File: config.mk
export PLATFORM = sky130hd
export DESIGN_NAME = midi_parser_voice_allocator
export DESIGN_NICKNAME = d
export VERILOG_FILES = /design/src/rtl/mpva_pkg.sv /design/src/rtl/mpva_parser.sv /design/src/rtl/mpva_voices.sv /design/src/rtl/mpva_out_buf.sv /design/src/rtl/midi_parser_voice_allocator.sv
export SDC_FILE = /design/constraint.sdc
export NUM_CORES = 1
export LEC_CHECK = 0
export ABC_AREA = 1
export ABC_CLOCK_PERIOD_IN_PS = 4800
export BUFFER_PORTS_ARGS = -buffer_cell sky130_fd_sc_hd__buf_2
export CAP_MARGIN = 0
export CORE_AREA = 2 2 102 104
export CTS_CLUSTER_DIAMETER = 30
export DETAILED_ROUTE_END_ITERATION = 7
export DIE_AREA = 0 0 104 106
export GPL_ROUTABILITY_DRIVEN = 0
export PLACE_DENSITY_LB_ADDON = 0.3
export SLEW_MARGIN = 20
export SYNTH_ARGS = -nofsm -noshare
export SYNTH_HDL_FRONTEND = slang
export SYNTH_SLANG_ARGS = --single-unit
File: constraint.sdc
create_clock -name i_clk -period 4.8 [get_ports i_clk]
set_input_delay 0.24 -clock i_clk [delete_from_list [all_inputs] [get_ports i_clk]]
set_output_delay 0.24 -clock i_clk [all_outputs]
set_load 0.02 [all_outputs]
File: src/rtl/mpva_pkg.sv
package mpva_pkg;

    // Voice slots, the slot index width and the count width that follows from them
    localparam int VOICE_COUNT = 3;
    localparam int SLOT_W      = 2;
    localparam int CNT_W       = $clog2(VOICE_COUNT + 1);

    // Result commands
    localparam logic [1:0] CMD_OFF = 2'd0;
    localparam logic [1:0] CMD_ON  = 2'd1;
    localparam logic [1:0] CMD_VOL = 2'd2;

    // Input actions
    localparam logic ACT_BYTE  = 1'b0;
    localparam logic ACT_PANIC = 1'b1;

    // Status nibbles
    localparam logic [3:0] EV_NOTE_OFF = 4'h8;
    localparam logic [3:0] EV_NOTE_ON  = 4'h9;
    localparam logic [3:0] EV_KEY_PRES = 4'hA;
    localparam logic [3:0] EV_CTRL     = 4'hB;
    localparam logic [3:0] EV_PROG     = 4'hC;
    localparam logic [3:0] EV_CH_PRES  = 4'hD;
    localparam logic [3:0] EV_BEND     = 4'hE;

    // System common bytes
    localparam logic [7:0] SYS_EX_START  = 8'hF0;
    localparam logic [7:0] SYS_TIME_CODE = 8'hF1;
    localparam logic [7:0] SYS_SONG_POS  = 8'hF2;
    localparam logic [7:0] SYS_SONG_SEL  = 8'hF3;
    localparam logic [7:0] SYS_EX_END    = 8'hF7;

    // Top five bits of a real-time byte
    localparam logic [4:0] REALTIME_TOP = 5'b11111;

    // Controller numbers that silence all voices
    localparam logic [7:0] CC_ALL_SOUND_OFF = 8'd120;
    localparam logic [7:0] CC_MODE_LO       = 8'd122;
    localparam logic [7:0] CC_MODE_HI       = 8'd127;

    // Note number that marks a free slot
    localparam logic [7:0] NOTE_NONE = 8'd128;

    // Framing counter
    localparam logic [3:0] IDX_MAX  = 4'd15;
    localparam logic [3:0] MSG_KEEP = 4'd3;

    typedef struct packed {
        logic [SLOT_W-1:0] slot;
        logic [1:0]        command;
        logic [3:0]        midi_channel;
        logic [7:0]        note;
    } t_result;

    typedef struct packed {
        logic       valid;
        logic [7:0] status;
        logic [7:0] data1;
        logic [7:0] data2;
    } t_msg;

    typedef struct packed {
        logic       busy;
        logic [3:0] ch;
        logic [7:0] note;
    } t_voice;

endpackage

File: src/rtl/mpva_parser.sv
module mpva_parser (
    input  logic              i_clk,
    input  logic              i_rst_n,
    input  logic              i_fire,
    input  logic              i_action,
    input  logic [7:0]        i_byte,
    output mpva_pkg::t_msg    o_msg
);

    typedef enum logic [3:0] {
        PS_IDLE  = 4'b0001,
        PS_TWO   = 4'b0010,
        PS_SYSEX = 4'b0100,
        PS_LAST  = 4'b1000
    } t_pstate;

    typedef struct packed {
        t_pstate st;
        logic    dec;
    } t_step;

    t_pstate    r_ps, n_ps;
    logic [7:0] r_rs, n_rs;
    logic [3:0] r_idx, n_idx;
    logic [7:0] r_msg [3];
    logic [7:0] n_msg [3];
    t_pstate    st;
    t_step      step;

    // Advance the framing by one byte
    function automatic t_step advance(input t_pstate cur, input logic [7:0] b);
        t_step      res;
        logic [3:0] ev;
        ev      = b[7:4];
        res.st  = PS_IDLE;
        res.dec = 1'b0;
        case (cur)
            PS_IDLE: begin
                if (ev inside {mpva_pkg::EV_NOTE_OFF, mpva_pkg::EV_NOTE_ON,
                               mpva_pkg::EV_KEY_PRES, mpva_pkg::EV_CTRL,
                               mpva_pkg::EV_BEND}
                    || b == mpva_pkg::SYS_SONG_POS) begin
                    res.st = PS_TWO;
                end else if (ev inside {mpva_pkg::EV_PROG, mpva_pkg::EV_CH_PRES}
                             || b == mpva_pkg::SYS_TIME_CODE
                             || b == mpva_pkg::SYS_SONG_SEL) begin
                    res.st = PS_LAST;
                end else if (b == mpva_pkg::SYS_EX_START) begin
                    res.st = PS_SYSEX;
                end
            end
            PS_TWO:   res.st = PS_LAST;
            PS_SYSEX: begin
                if (b == mpva_pkg::SYS_EX_END) begin
                    res.dec = 1'b1;
                end else begin
                    res.st = PS_SYSEX;
                end
            end
            PS_LAST:  res.dec = 1'b1;
            default:  res.st = PS_IDLE;
        endcase
        return res;
    endfunction

    // Frame the byte with running status and keep the first three bytes
    always_comb begin
        n_ps     = r_ps;
        n_rs     = r_rs;
        n_idx    = r_idx;
        n_msg    = r_msg;
        st       = r_ps;
        step.st  = r_ps;
        step.dec = 1'b0;
        if (i_fire) begin
            if (i_action == mpva_pkg::ACT_PANIC) begin
                n_ps = PS_IDLE;
                n_rs = '0;
            end else if (i_byte[7:3] != mpva_pkg::REALTIME_TOP) begin
                if (r_ps == PS_IDLE) begin
                    n_idx = '0;
                    if (r_rs == '0 || i_byte[7]) begin
                        n_rs = i_byte;
                    end else begin
                        // replay the running status as the first byte
                        n_msg[0] = r_rs;
                        n_idx    = 4'd1;
                        step     = advance(PS_IDLE, r_rs);
                        st       = step.st;
                    end
                end
                if (n_idx < mpva_pkg::MSG_KEEP) begin
                    n_msg[n_idx[1:0]] = i_byte;
                end
                if (n_idx != mpva_pkg::IDX_MAX) begin
                    n_idx = n_idx + 4'd1;
                end
                step = advance(st, i_byte);
                n_ps = step.st;
            end
        end
    end

    assign o_msg.valid  = step.dec;
    assign o_msg.status = n_msg[0];
    assign o_msg.data1  = n_msg[1];
    assign o_msg.data2  = n_msg[2];

    // Hold the parse state
    always_ff @(posedge i_clk) begin
        if (!i_rst_n) begin
            r_ps  <= PS_IDLE;
            r_rs  <= '0;
            r_idx <= '0;
        end else begin
            r_ps  <= n_ps;
            r_rs  <= n_rs;
            r_idx <= n_idx;
        end
    end

    // Message bytes need no reset
    always_ff @(posedge i_clk) begin
        r_msg <= n_msg;
    end

endmodule

File: src/rtl/mpva_voices.sv
module mpva_voices (
    input  logic                          i_clk,
    input  logic                          i_rst_n,
    input  logic                          i_panic,
    input  mpva_pkg::t_msg                i_msg,
    output mpva_pkg::t_result             o_res [mpva_pkg::VOICE_COUNT],
    output logic [mpva_pkg::CNT_W-1:0]    o_cnt
);

    mpva_pkg::t_voice r_voice [mpva_pkg::VOICE_COUNT];
    mpva_pkg::t_voice n_voice [mpva_pkg::VOICE_COUNT];

    logic [3:0]                  ev;
    logic [3:0]                  ch;
    logic [7:0]                  note;
    logic [7:0]                  vel;
    logic                        all_off;
    logic                        found;
    logic                        match;
    logic [mpva_pkg::SLOT_W-1:0] hit;

    // Decode one message against the slots
    always_comb begin
        n_voice = r_voice;
        o_cnt   = '0;
        for (int i = 0; i < mpva_pkg::VOICE_COUNT; i++) begin
            o_res[i]              = '0;
            o_res[i].slot         = mpva_pkg::SLOT_W'(i);
            o_res[i].command      = mpva_pkg::CMD_OFF;
        end

        ev   = i_msg.status[7:4];
        ch   = i_msg.status[3:0];
        note = i_msg.data1;
        vel  = i_msg.data2;

        all_off = i_panic
                  || (i_msg.valid && ev == mpva_pkg::EV_CTRL
                      && (note inside {mpva_pkg::CC_ALL_SOUND_OFF,
                                       [mpva_pkg::CC_MODE_LO:mpva_pkg::CC_MODE_HI]}));

        // zero velocity turns note-on and key pressure into note-off
        if ((ev == mpva_pkg::EV_NOTE_ON || ev == mpva_pkg::EV_KEY_PRES) && vel == '0) begin
            ev = mpva_pkg::EV_NOTE_OFF;
        end

        // first free slot for note-on, else the slot holding this note
        found = 1'b0;
        hit   = '0;
        match = 1'b0;
        for (int i = mpva_pkg::VOICE_COUNT - 1; i >= 0; i--) begin
            if (ev == mpva_pkg::EV_NOTE_ON) begin
                match = !r_voice[i].busy;
            end else begin
                match = r_voice[i].busy && r_voice[i].ch == ch && r_voice[i].note == note;
            end
            if (match) begin
                found = 1'b1;
                hit   = mpva_pkg::SLOT_W'(i);
            end
        end

        if (all_off) begin
            for (int i = 0; i < mpva_pkg::VOICE_COUNT; i++) begin
                n_voice[i] = '0;
            end
            o_cnt = mpva_pkg::CNT_W'(mpva_pkg::VOICE_COUNT);
        end else if (i_msg.valid && found) begin
            o_res[0].slot = hit;
            case (ev)
                mpva_pkg::EV_NOTE_OFF: begin
                    n_voice[hit] = '0;
                    o_cnt        = mpva_pkg::CNT_W'(1);
                end
                mpva_pkg::EV_KEY_PRES: begin
                    o_res[0].command = mpva_pkg::CMD_VOL;
                    o_cnt            = mpva_pkg::CNT_W'(1);
                end
                mpva_pkg::EV_NOTE_ON: begin
                    o_cnt = mpva_pkg::CNT_W'(1);
                    // the free-note number leaves the slot free
                    if (note != mpva_pkg::NOTE_NONE) begin
                        n_voice[hit].busy     = 1'b1;
                        n_voice[hit].ch       = ch;
                        n_voice[hit].note     = note;
                        o_res[0].command      = mpva_pkg::CMD_ON;
                        o_res[0].midi_channel = ch;
                        o_res[0].note         = note;
                    end
                end
                default: o_cnt = '0;
            endcase
        end
    end

    // Hold the voice slots
    always_ff @(posedge i_clk) begin
        if (!i_rst_n) begin
            for (int i = 0; i < mpva_pkg::VOICE_COUNT; i++) begin
                r_voice[i] <= '0;
            end
        end else begin
            r_voice <= n_voice;
        end
    end

endmodule

File: src/rtl/mpva_out_buf.sv
module mpva_out_buf (
    input  logic                          i_clk,
    input  logic                          i_rst_n,
    input  logic                          i_load,
    input  logic [mpva_pkg::CNT_W-1:0]    i_cnt,
    input  mpva_pkg::t_result             i_res [mpva_pkg::VOICE_COUNT],
    input  logic                          i_ready,
    output logic                          o_valid,
    output logic                          o_last,
    output mpva_pkg::t_result             o_res,
    output logic                          o_can_load
);

    logic [mpva_pkg::CNT_W-1:0] r_rem;
    mpva_pkg::t_result          r_ent [mpva_pkg::VOICE_COUNT];
    logic                       take;

    assign o_valid    = r_rem != '0;
    assign o_last     = r_rem == mpva_pkg::CNT_W'(1);
    assign o_res      = r_ent[0];
    assign take       = o_valid && i_ready;
    assign o_can_load = !o_valid || (o_last && i_ready);

    // Count the words left in the group
    always_ff @(posedge i_clk) begin
        if (!i_rst_n) begin
            r_rem <= '0;
        end else if (i_load) begin
            r_rem <= i_cnt;
        end else if (take) begin
            r_rem <= r_rem - mpva_pkg::CNT_W'(1);
        end
    end

    // Load a group, or shift it down one word per take
    always_ff @(posedge i_clk) begin
        if (i_load) begin
            r_ent <= i_res;
        end else if (take) begin
            for (int i = 0; i < mpva_pkg::VOICE_COUNT - 1; i++) begin
                r_ent[i] <= r_ent[i+1];
            end
        end
    end

endmodule

File: src/rtl/midi_parser_voice_allocator.sv
// An accepted word waits in the input register until the output buffer can load its results.
// Throughput: one input word per cycle while the output buffer can load; a word with results
// holds the input until the single result port, draining one word per cycle while i_ready is
// high, reaches the group's last word. Words that cause no result pass at one per cycle.
// Reset (synchronous, active low): parser idle with no running status, all voices free.
module midi_parser_voice_allocator (
    input  logic        i_clk,
    input  logic        i_rst_n,
    input  logic        i_valid,
    output logic        o_ready,
    input  logic        i_action,
    input  logic [7:0]  i_data_byte,
    output logic        o_valid,
    input  logic        i_ready,
    output logic [1:0]  o_slot,
    output logic [1:0]  o_command,
    output logic [3:0]  o_midi_channel,
    output logic [7:0]  o_note,
    output logic        o_last
);

    logic                       r_in_vld;
    logic                       r_in_action;
    logic [7:0]                 r_in_byte;
    logic                       fire;
    logic                       can_load;
    logic                       panic;
    mpva_pkg::t_msg             msg;
    mpva_pkg::t_result          grp [mpva_pkg::VOICE_COUNT];
    logic [mpva_pkg::CNT_W-1:0] grp_cnt;
    mpva_pkg::t_result          res;

    assign fire    = r_in_vld && can_load;
    assign o_ready = !r_in_vld || fire;
    assign panic   = fire && r_in_action == mpva_pkg::ACT_PANIC;

    // Input register
    always_ff @(posedge i_clk) begin
        if (!i_rst_n) begin
            r_in_vld <= 1'b0;
        end else if (i_valid && o_ready) begin
            r_in_vld <= 1'b1;
        end else if (fire) begin
            r_in_vld <= 1'b0;
        end
    end

    always_ff @(posedge i_clk) begin
        if (i_valid && o_ready) begin
            r_in_action <= i_action;
            r_in_byte   <= i_data_byte;
        end
    end

    mpva_parser u_parser (
        .i_clk    (i_clk),
        .i_rst_n  (i_rst_n),
        .i_fire   (fire),
        .i_action (r_in_action),
        .i_byte   (r_in_byte),
        .o_msg    (msg)
    );

    mpva_voices u_voices (
        .i_clk   (i_clk),
        .i_rst_n (i_rst_n),
        .i_panic (panic),
        .i_msg   (msg),
        .o_res   (grp),
        .o_cnt   (grp_cnt)
    );

    mpva_out_buf u_out_buf (
        .i_clk      (i_clk),
        .i_rst_n    (i_rst_n),
        .i_load     (fire),
        .i_cnt      (grp_cnt),
        .i_res      (grp),
        .i_ready    (i_ready),
        .o_valid    (o_valid),
        .o_last     (o_last),
        .o_res      (res),
        .o_can_load (can_load)
    );

    assign o_slot         = res.slot;
    assign o_command      = res.command;
    assign o_midi_channel = res.midi_channel;
    assign o_note         = res.note;

endmodule

==> qor.csv, run 1 <==
metric;value;unit
worst-path-max-fanout;22;
slowest_delay;0.32;ns
cts_tree;done;
cts_sinks;109;
die_area;0.0110;sq mm
numCtsBuffers;9;
whs;0.0201;ns
fmax;0.227;GHz
grt_pass1_wl;24.2;mm
cp_data_required_time;5.06;ns
holdCritPathClass;input port to register;
fin_crit;4.41;ns
drc;0;
ys_ff_latch;109;
yosysTopAreaCell;dfxtp_1;
initial_core_util;58.7;%
power_density;500;mW/mm^2
crit_type;register to register;
slowest_stage;dfxtp_1;
synth_top_cell_area_share;28.7;%
power_leakage;2.86;nW
setup_tns;0;ns
use_met1;38.0;%
antenna_cells;0;
die_w;104;microns
core_area;0.0100;sq mm
hold_violations;0;
final_area;0.00630;sq mm
drive_gt1_share;11.8;%
wl_per_cell;14.9;microns
max-vdd-ir-drop;255;uV
slew_violations;0;
grt_max_degree;23;
async_flop_share;0;%
grt_overflow;0;
path_cells;inv_1 -> nand2_1 -> nor2_1 -> nand2_1 -> nand3_1 -> inv_1 -> a21oi_1 -> inv_1 -> ha_1 -> inv_1 -> nand3_2 -> nor2_4 -> nand2_1 -> nand2_2 -> nand4_1 -> nor3_1 -> nand3_1 -> nand2_1 -> nor2_2 -> buf_4 -> inv_2 -> a21oi_1;
yosysMostFrequentCell;nand2_1;
synth_area_leaders;dfxtp_1, nand2_1, edfxtp_1, inv_1, nor2_1;
clk_pin_slew;0.10;ns
areaGrowthSynthToFinish;7.33;%
critPathTopFamily;simple AND/OR/NAND/NOR gates;
row_count;37;
htreeDepth;3;
synth_fp_nets;854;
critical_path_buf_inv_count;6;
clock_skew;0.0150;ns
grt_antenna_before_repair;0;
synth_area_per_cell;7.03;sq um
dpl.hpwl;11.1;mm
fin_nets;875;
clk_path_buf_depth;2;
placed_cell_area;0.00602;sq mm
synth_ff_type;dfxtp_1;
use_met2;44.2;%
startpoint_type;register;
seq_area_frac_synth;41.4;%
gr-usage-met3;3.92;%
ant_nets;0;
initialDrtViolationCount;343;
status;complete, no violations;
syn_area;0.00587;sq mm
dr_total_vias;5433;
setup_violations;0;
maxSlewHeadroom;50.7;%
numPortBuffers;31;
insertion_delay;0.39;ns
yosys-top-cells-count;nand2_1, inv_1, dfxtp_1, nor2_1, nand3_1;
synth-edff-count;25;
synth_cells;835;
finalCritPeriodShare;92.0;%
grt_util_all_layers;27.7;%
postLayoutCoreUtil;63.0;%
wirelength;14.8;mm
finalPower;3.15;mW
viasPerCell;5.45;
grt_pass1_vias;4907;
synth_cell_types;43;
sequential_cell_area;0.00243;sq mm
dr.pass1.iters;5;
io_pins;32;
end_kind;register;
grt-busiest-layer;met2;
cts-root-buf;clkbuf_8;
multi_input_area;0.00279;sq mm
drv_cap;0;
die_h;106;microns
fillCellCount;920;
crit_arrival;4.68;ns
yosysWarnings;0;
worst_pin_slew;0.739;ns
-- worst register-to-register path: cells and delay by family (launching register included) --
kind | cells | cell delay (ns)
buffers and inverters | 6 | 1.01
AND/OR/NAND/NOR | 13 | 2.30
AO/OA/AOI/OAI | 2 | 0.39
flip-flops | 1 | 0.32
adder cells (fa/ha/maj) | 1 | 0.26
-- metrics by stage --
stage          setup WS (ns)  cells
2_1_floorplan           1.13    835
5_1_grt             -0.00521    997
3_5_place_dp           0.333    976
6_report               0.386    997
3_3_place_gp           0.549    976
4_1_cts                0.326    992
-- layout make-up --
cell class	instances	area share, %
Multi-Input combinational cell	571	44.2
Sequential cell	109	38.6
Inverter	123	7.33
Timing Repair Buffer	42	3.77
Tap cell	136	2.70
Clock buffer	12	2.62
Clock inverter	4	0.715
-- cell families after synthesis --
logic type,after synthesis,synth area share [%]
DFF,109,41.4
xor gates and xnor gates,5,0.746
and+or+nand+nor,442,33.3
adders and majority gates,6,1.28
buffers and inverters,155,11.5
AOI/OAI and AO/OA,118,11.7
-- registers in the layout, summed over array words and instances (netlist names) --
signal,cells
u_parser.r_msg,24
u_voices.r_voice,39
u_parser.r_ps,4
r_in_byte,8
u_parser.r_rs,8
u_parser.r_idx,4
u_out_buf.r_rem,2
r_in_action,1
u_out_buf.r_ent,2
r_in_vld,1
u_out_buf.o_res,16
-- cell usage in the layout, fill, tap and decap left out, types with 2 or more instances in the layout --
cell | netlist | routed
buf_4 | 20 | 11
nor2_1 | 83 | 83
ha_1 | 6 | 6
nor2_4 | 3 | 5
o21bai_1 | 6 | 4
nand2_1 | 227 | 227
inv_1 | 113 | 113
buf_2 | 4 | 31
clkinv_1 | 2 | 4
xor2_1 | 3 | 3
o21ai_0 | 37 | 37
a21oi_1 | 43 | 43
nor3_1 | 17 | 16
nand3_2 | 4 | 5
nand4_1 | 15 | 15
nor2_2 | 9 | 7
o21ai_1 | 5 | 5
dfxtp_1 | 84 | 84
inv_2 | 8 | 8
o21bai_2 | 0 | 2
nand2_4 | 2 | 2
a211oi_1 | 10 | 10
nand2_2 | 9 | 9
o211ai_1 | 5 | 5
xnor2_1 | 2 | 2
nor4_1 | 2 | 2
o21ai_2 | 3 | 3
o22ai_1 | 2 | 2
clkbuf_8 | 0 | 12
edfxtp_1 | 25 | 25
nand3_1 | 59 | 58
nand3b_1 | 8 | 8
-- report_power, final --
part / switching (mW) / leakage (nW) / internal (mW)
Sequential: 0.0845 / 0.930 / 1.12
Clock: 0.304 / 0.104 / 0.281
Combinational: 0.959 / 1.82 / 0.394
Total: 1.35 / 2.86 / 1.80
-- routing by layer --
layer,routed length (microns),share of wire [%],vias to the layer above
met2,6850,46,230
met5,0,0,-
met3,1190,8.0,34
li1,-,-,2712
met1,6400,43,2457
met4,395,2.7,0
-- timing repair --
action / in CTS / in global routing
endpoints found under the hold margin: 0 / 0
gates resized for setup: 0 / 6
hold buffers: 0 / 0
buffers inserted: 0 / 5
setup endpoints to repair: 0 / 48
-- worst paths after layout --
check / startpoint / cells past startpoint / end / slack (ns)
min reg2reg: u_out_buf.r_ent[30] / 2 / u_out_buf.r_ent[30] / 0.46
max: u_parser.r_rs[3] / 22 / u_voices.r_voice[9] / 0.39
min: i_action / 1 / r_in_action / 0.02
max reg2reg: u_parser.r_rs[3] / 22 / u_voices.r_voice[9] / 0.39
No activity file was read; power rests on OpenSTA's default activity.
==> inputs of run 2 (changes only) <==
- CORE_AREA: 2 2 102 104 -> 2 2 97 108
- CTS_CLUSTER_DIAMETER: 30 -> 40
- DIE_AREA: 0 0 104 106 -> 0 0 99 110
==> qor.csv, run 2 (synthesized netlist as in run 1, its figures left out) <==
metric;value;unit
insertion_delay;0.39;ns
wirelength;15.6;mm
dpl.hpwl;11.7;mm
die_area;0.0109;sq mm
antenna_cells;0;
htreeDepth;3;
holdCritPathClass;input port to register;
power_leakage;2.82;nW
viasPerCell;5.73;
final_area;0.00621;sq mm
fin_nets;872;
die_h;110;microns
p_seq_share;39.3;%
layout_commonest_cell;nand2_1;
path_cells;clkinvlp_4 -> nand3_1 -> inv_1 -> a21oi_1 -> inv_1 -> ha_1 -> inv_1 -> nand3_2 -> nand2_1 -> nand2_2 -> inv_1 -> or2_0 -> nand2_1 -> nor2_4 -> nand4_1 -> buf_4 -> nand2_1 -> nand2_1 -> nand3_2 -> nand2_1 -> inv_1 -> nand3_2 -> nor3_1;
fmax;0.226;GHz
io_pins;32;
dr.pass1.iters;5;
row_count;38;
grt_pass1_wl;25.2;mm
max-vdd-ir-drop;228;uV
layout_common_cells;nand2_1, inv_1, dfxtp_1;
multi_input_area;0.00278;sq mm
worst-path-max-fanout;16;
dr_total_vias;5603;
ant_nets;0;
fin_crit;4.42;ns
initial_core_util;60.2;%
setup_violations;0;
slowest_stage;edfxtp_1;
crit_arrival;4.59;ns
status;complete, no violations;
power_density;496;mW/mm^2
drv_cap;0;
cts_sinks;109;
clk_path_buf_depth;2;
slowest_delay;0.50;ns
swShare;44.4;%
sequential_cell_area;0.00243;sq mm
crit_type;register to register;
hold_violations;0;
p_comb_share;44.0;%
critical_path_buf_inv_count;7;
largest_reg_flops;39;
grt_util_all_layers;29.5;%
p_switching;1.37;mW
clock_skew;0.0192;ns
maxSlewHeadroom;44.9;%
finalCritPeriodShare;92.1;%
slew_violations;0;
die_w;99;microns
initialDrtViolationCount;541;
grt_max_degree;23;
worst_pin_slew;0.825;ns
cts_tree;done;
grt_pass1_vias;5145;
core_area;0.00975;sq mm
numCtsBuffers;9;
largest-register;u_voices.r_voice;
wl_per_cell;15.9;microns
cp_data_required_time;4.96;ns
clockPowerShare;16.7;%
drive_gt1_share;11.4;%
critPathTopFamily;simple AND/OR/NAND/NOR gates;
numPortBuffers;31;
postLayoutCoreUtil;63.7;%
end_kind;register;
clk_pin_slew;0.11;ns
areaGrowthSynthToFinish;5.82;%
pre_cts_ws;0.312;ns
finalPower;3.08;mW
drc;0;
grt_antenna_before_repair;0;
grt_overflow;0;
fin_ws;0.378;ns
fillCellCount;858;
placed_cell_area;0.00600;sq mm
p_int;1.71;mW
startpoint_type;register;
cts-root-buf;clkbuf_8;
[run 2: timing repair]
action / 4_1_cts / 5_1_grt
setup endpoints to repair: 0 / 48
hold buffers: 0 / 0
setup buffers: 0 / 2
gates resized for setup: 0 / 5
[run 2: metrics by stage]
stage | cells | setup TNS (ns) | hold slack [ns]
after floorplan | 835 | 0 | 0.309
after global placement | 960 | 0 | 0.418
after detailed placement | 960 | 0 | 0.418
after CTS | 976 | 0 | 0.00838
after global routing | 978 | -0.000748 | 0.0114
final | 978 | 0 | 0.0219
[run 2: cell type report]
type                    instances  area share, %
repair buffers                 39           3.47
clock buffers                  12           2.34
clock inverters                 4          0.363
well taps                     120           2.42
inverters                     123           7.50
flip-flops and latches        109           39.2
multi-input cells             571           44.8
[run 2: path summary, 6_finish.rpt]
path | start | endpoint | slack [ns] | depth (start not counted)
hold reg to reg | u_out_buf.r_ent[30] | u_out_buf.r_ent[30] | 0.47 | 2
setup reg to reg | r_in_byte[7] | u_out_buf.o_res[2] | 0.38 | 23
setup / recovery | r_in_byte[7] | u_out_buf.o_res[2] | 0.38 | 23
hold / removal | i_data_byte[3] | r_in_byte[3] | 0.02 | 1
[run 2: power groups by stage]
stage / combinational [mW] / clock [mW] / sequential [mW]
final: 1.36 / 0.515 / 1.21
after global routing: 1.51 / 0.554 / 1.23
after CTS: 1.31 / 0.524 / 1.21
after detailed placement: 1.31 / 0 / 1.23
after global placement: 1.28 / 0 / 1.22
after floorplan: 1.05 / 0 / 1.20
[run 2: metal layers]
metal  routed length (microns)  global-route usage [%]
met2                      7170                    48.4
met4                       748                    16.4
met5                         0                       0
met3                      1190                    4.85
met1                      6470                    37.2
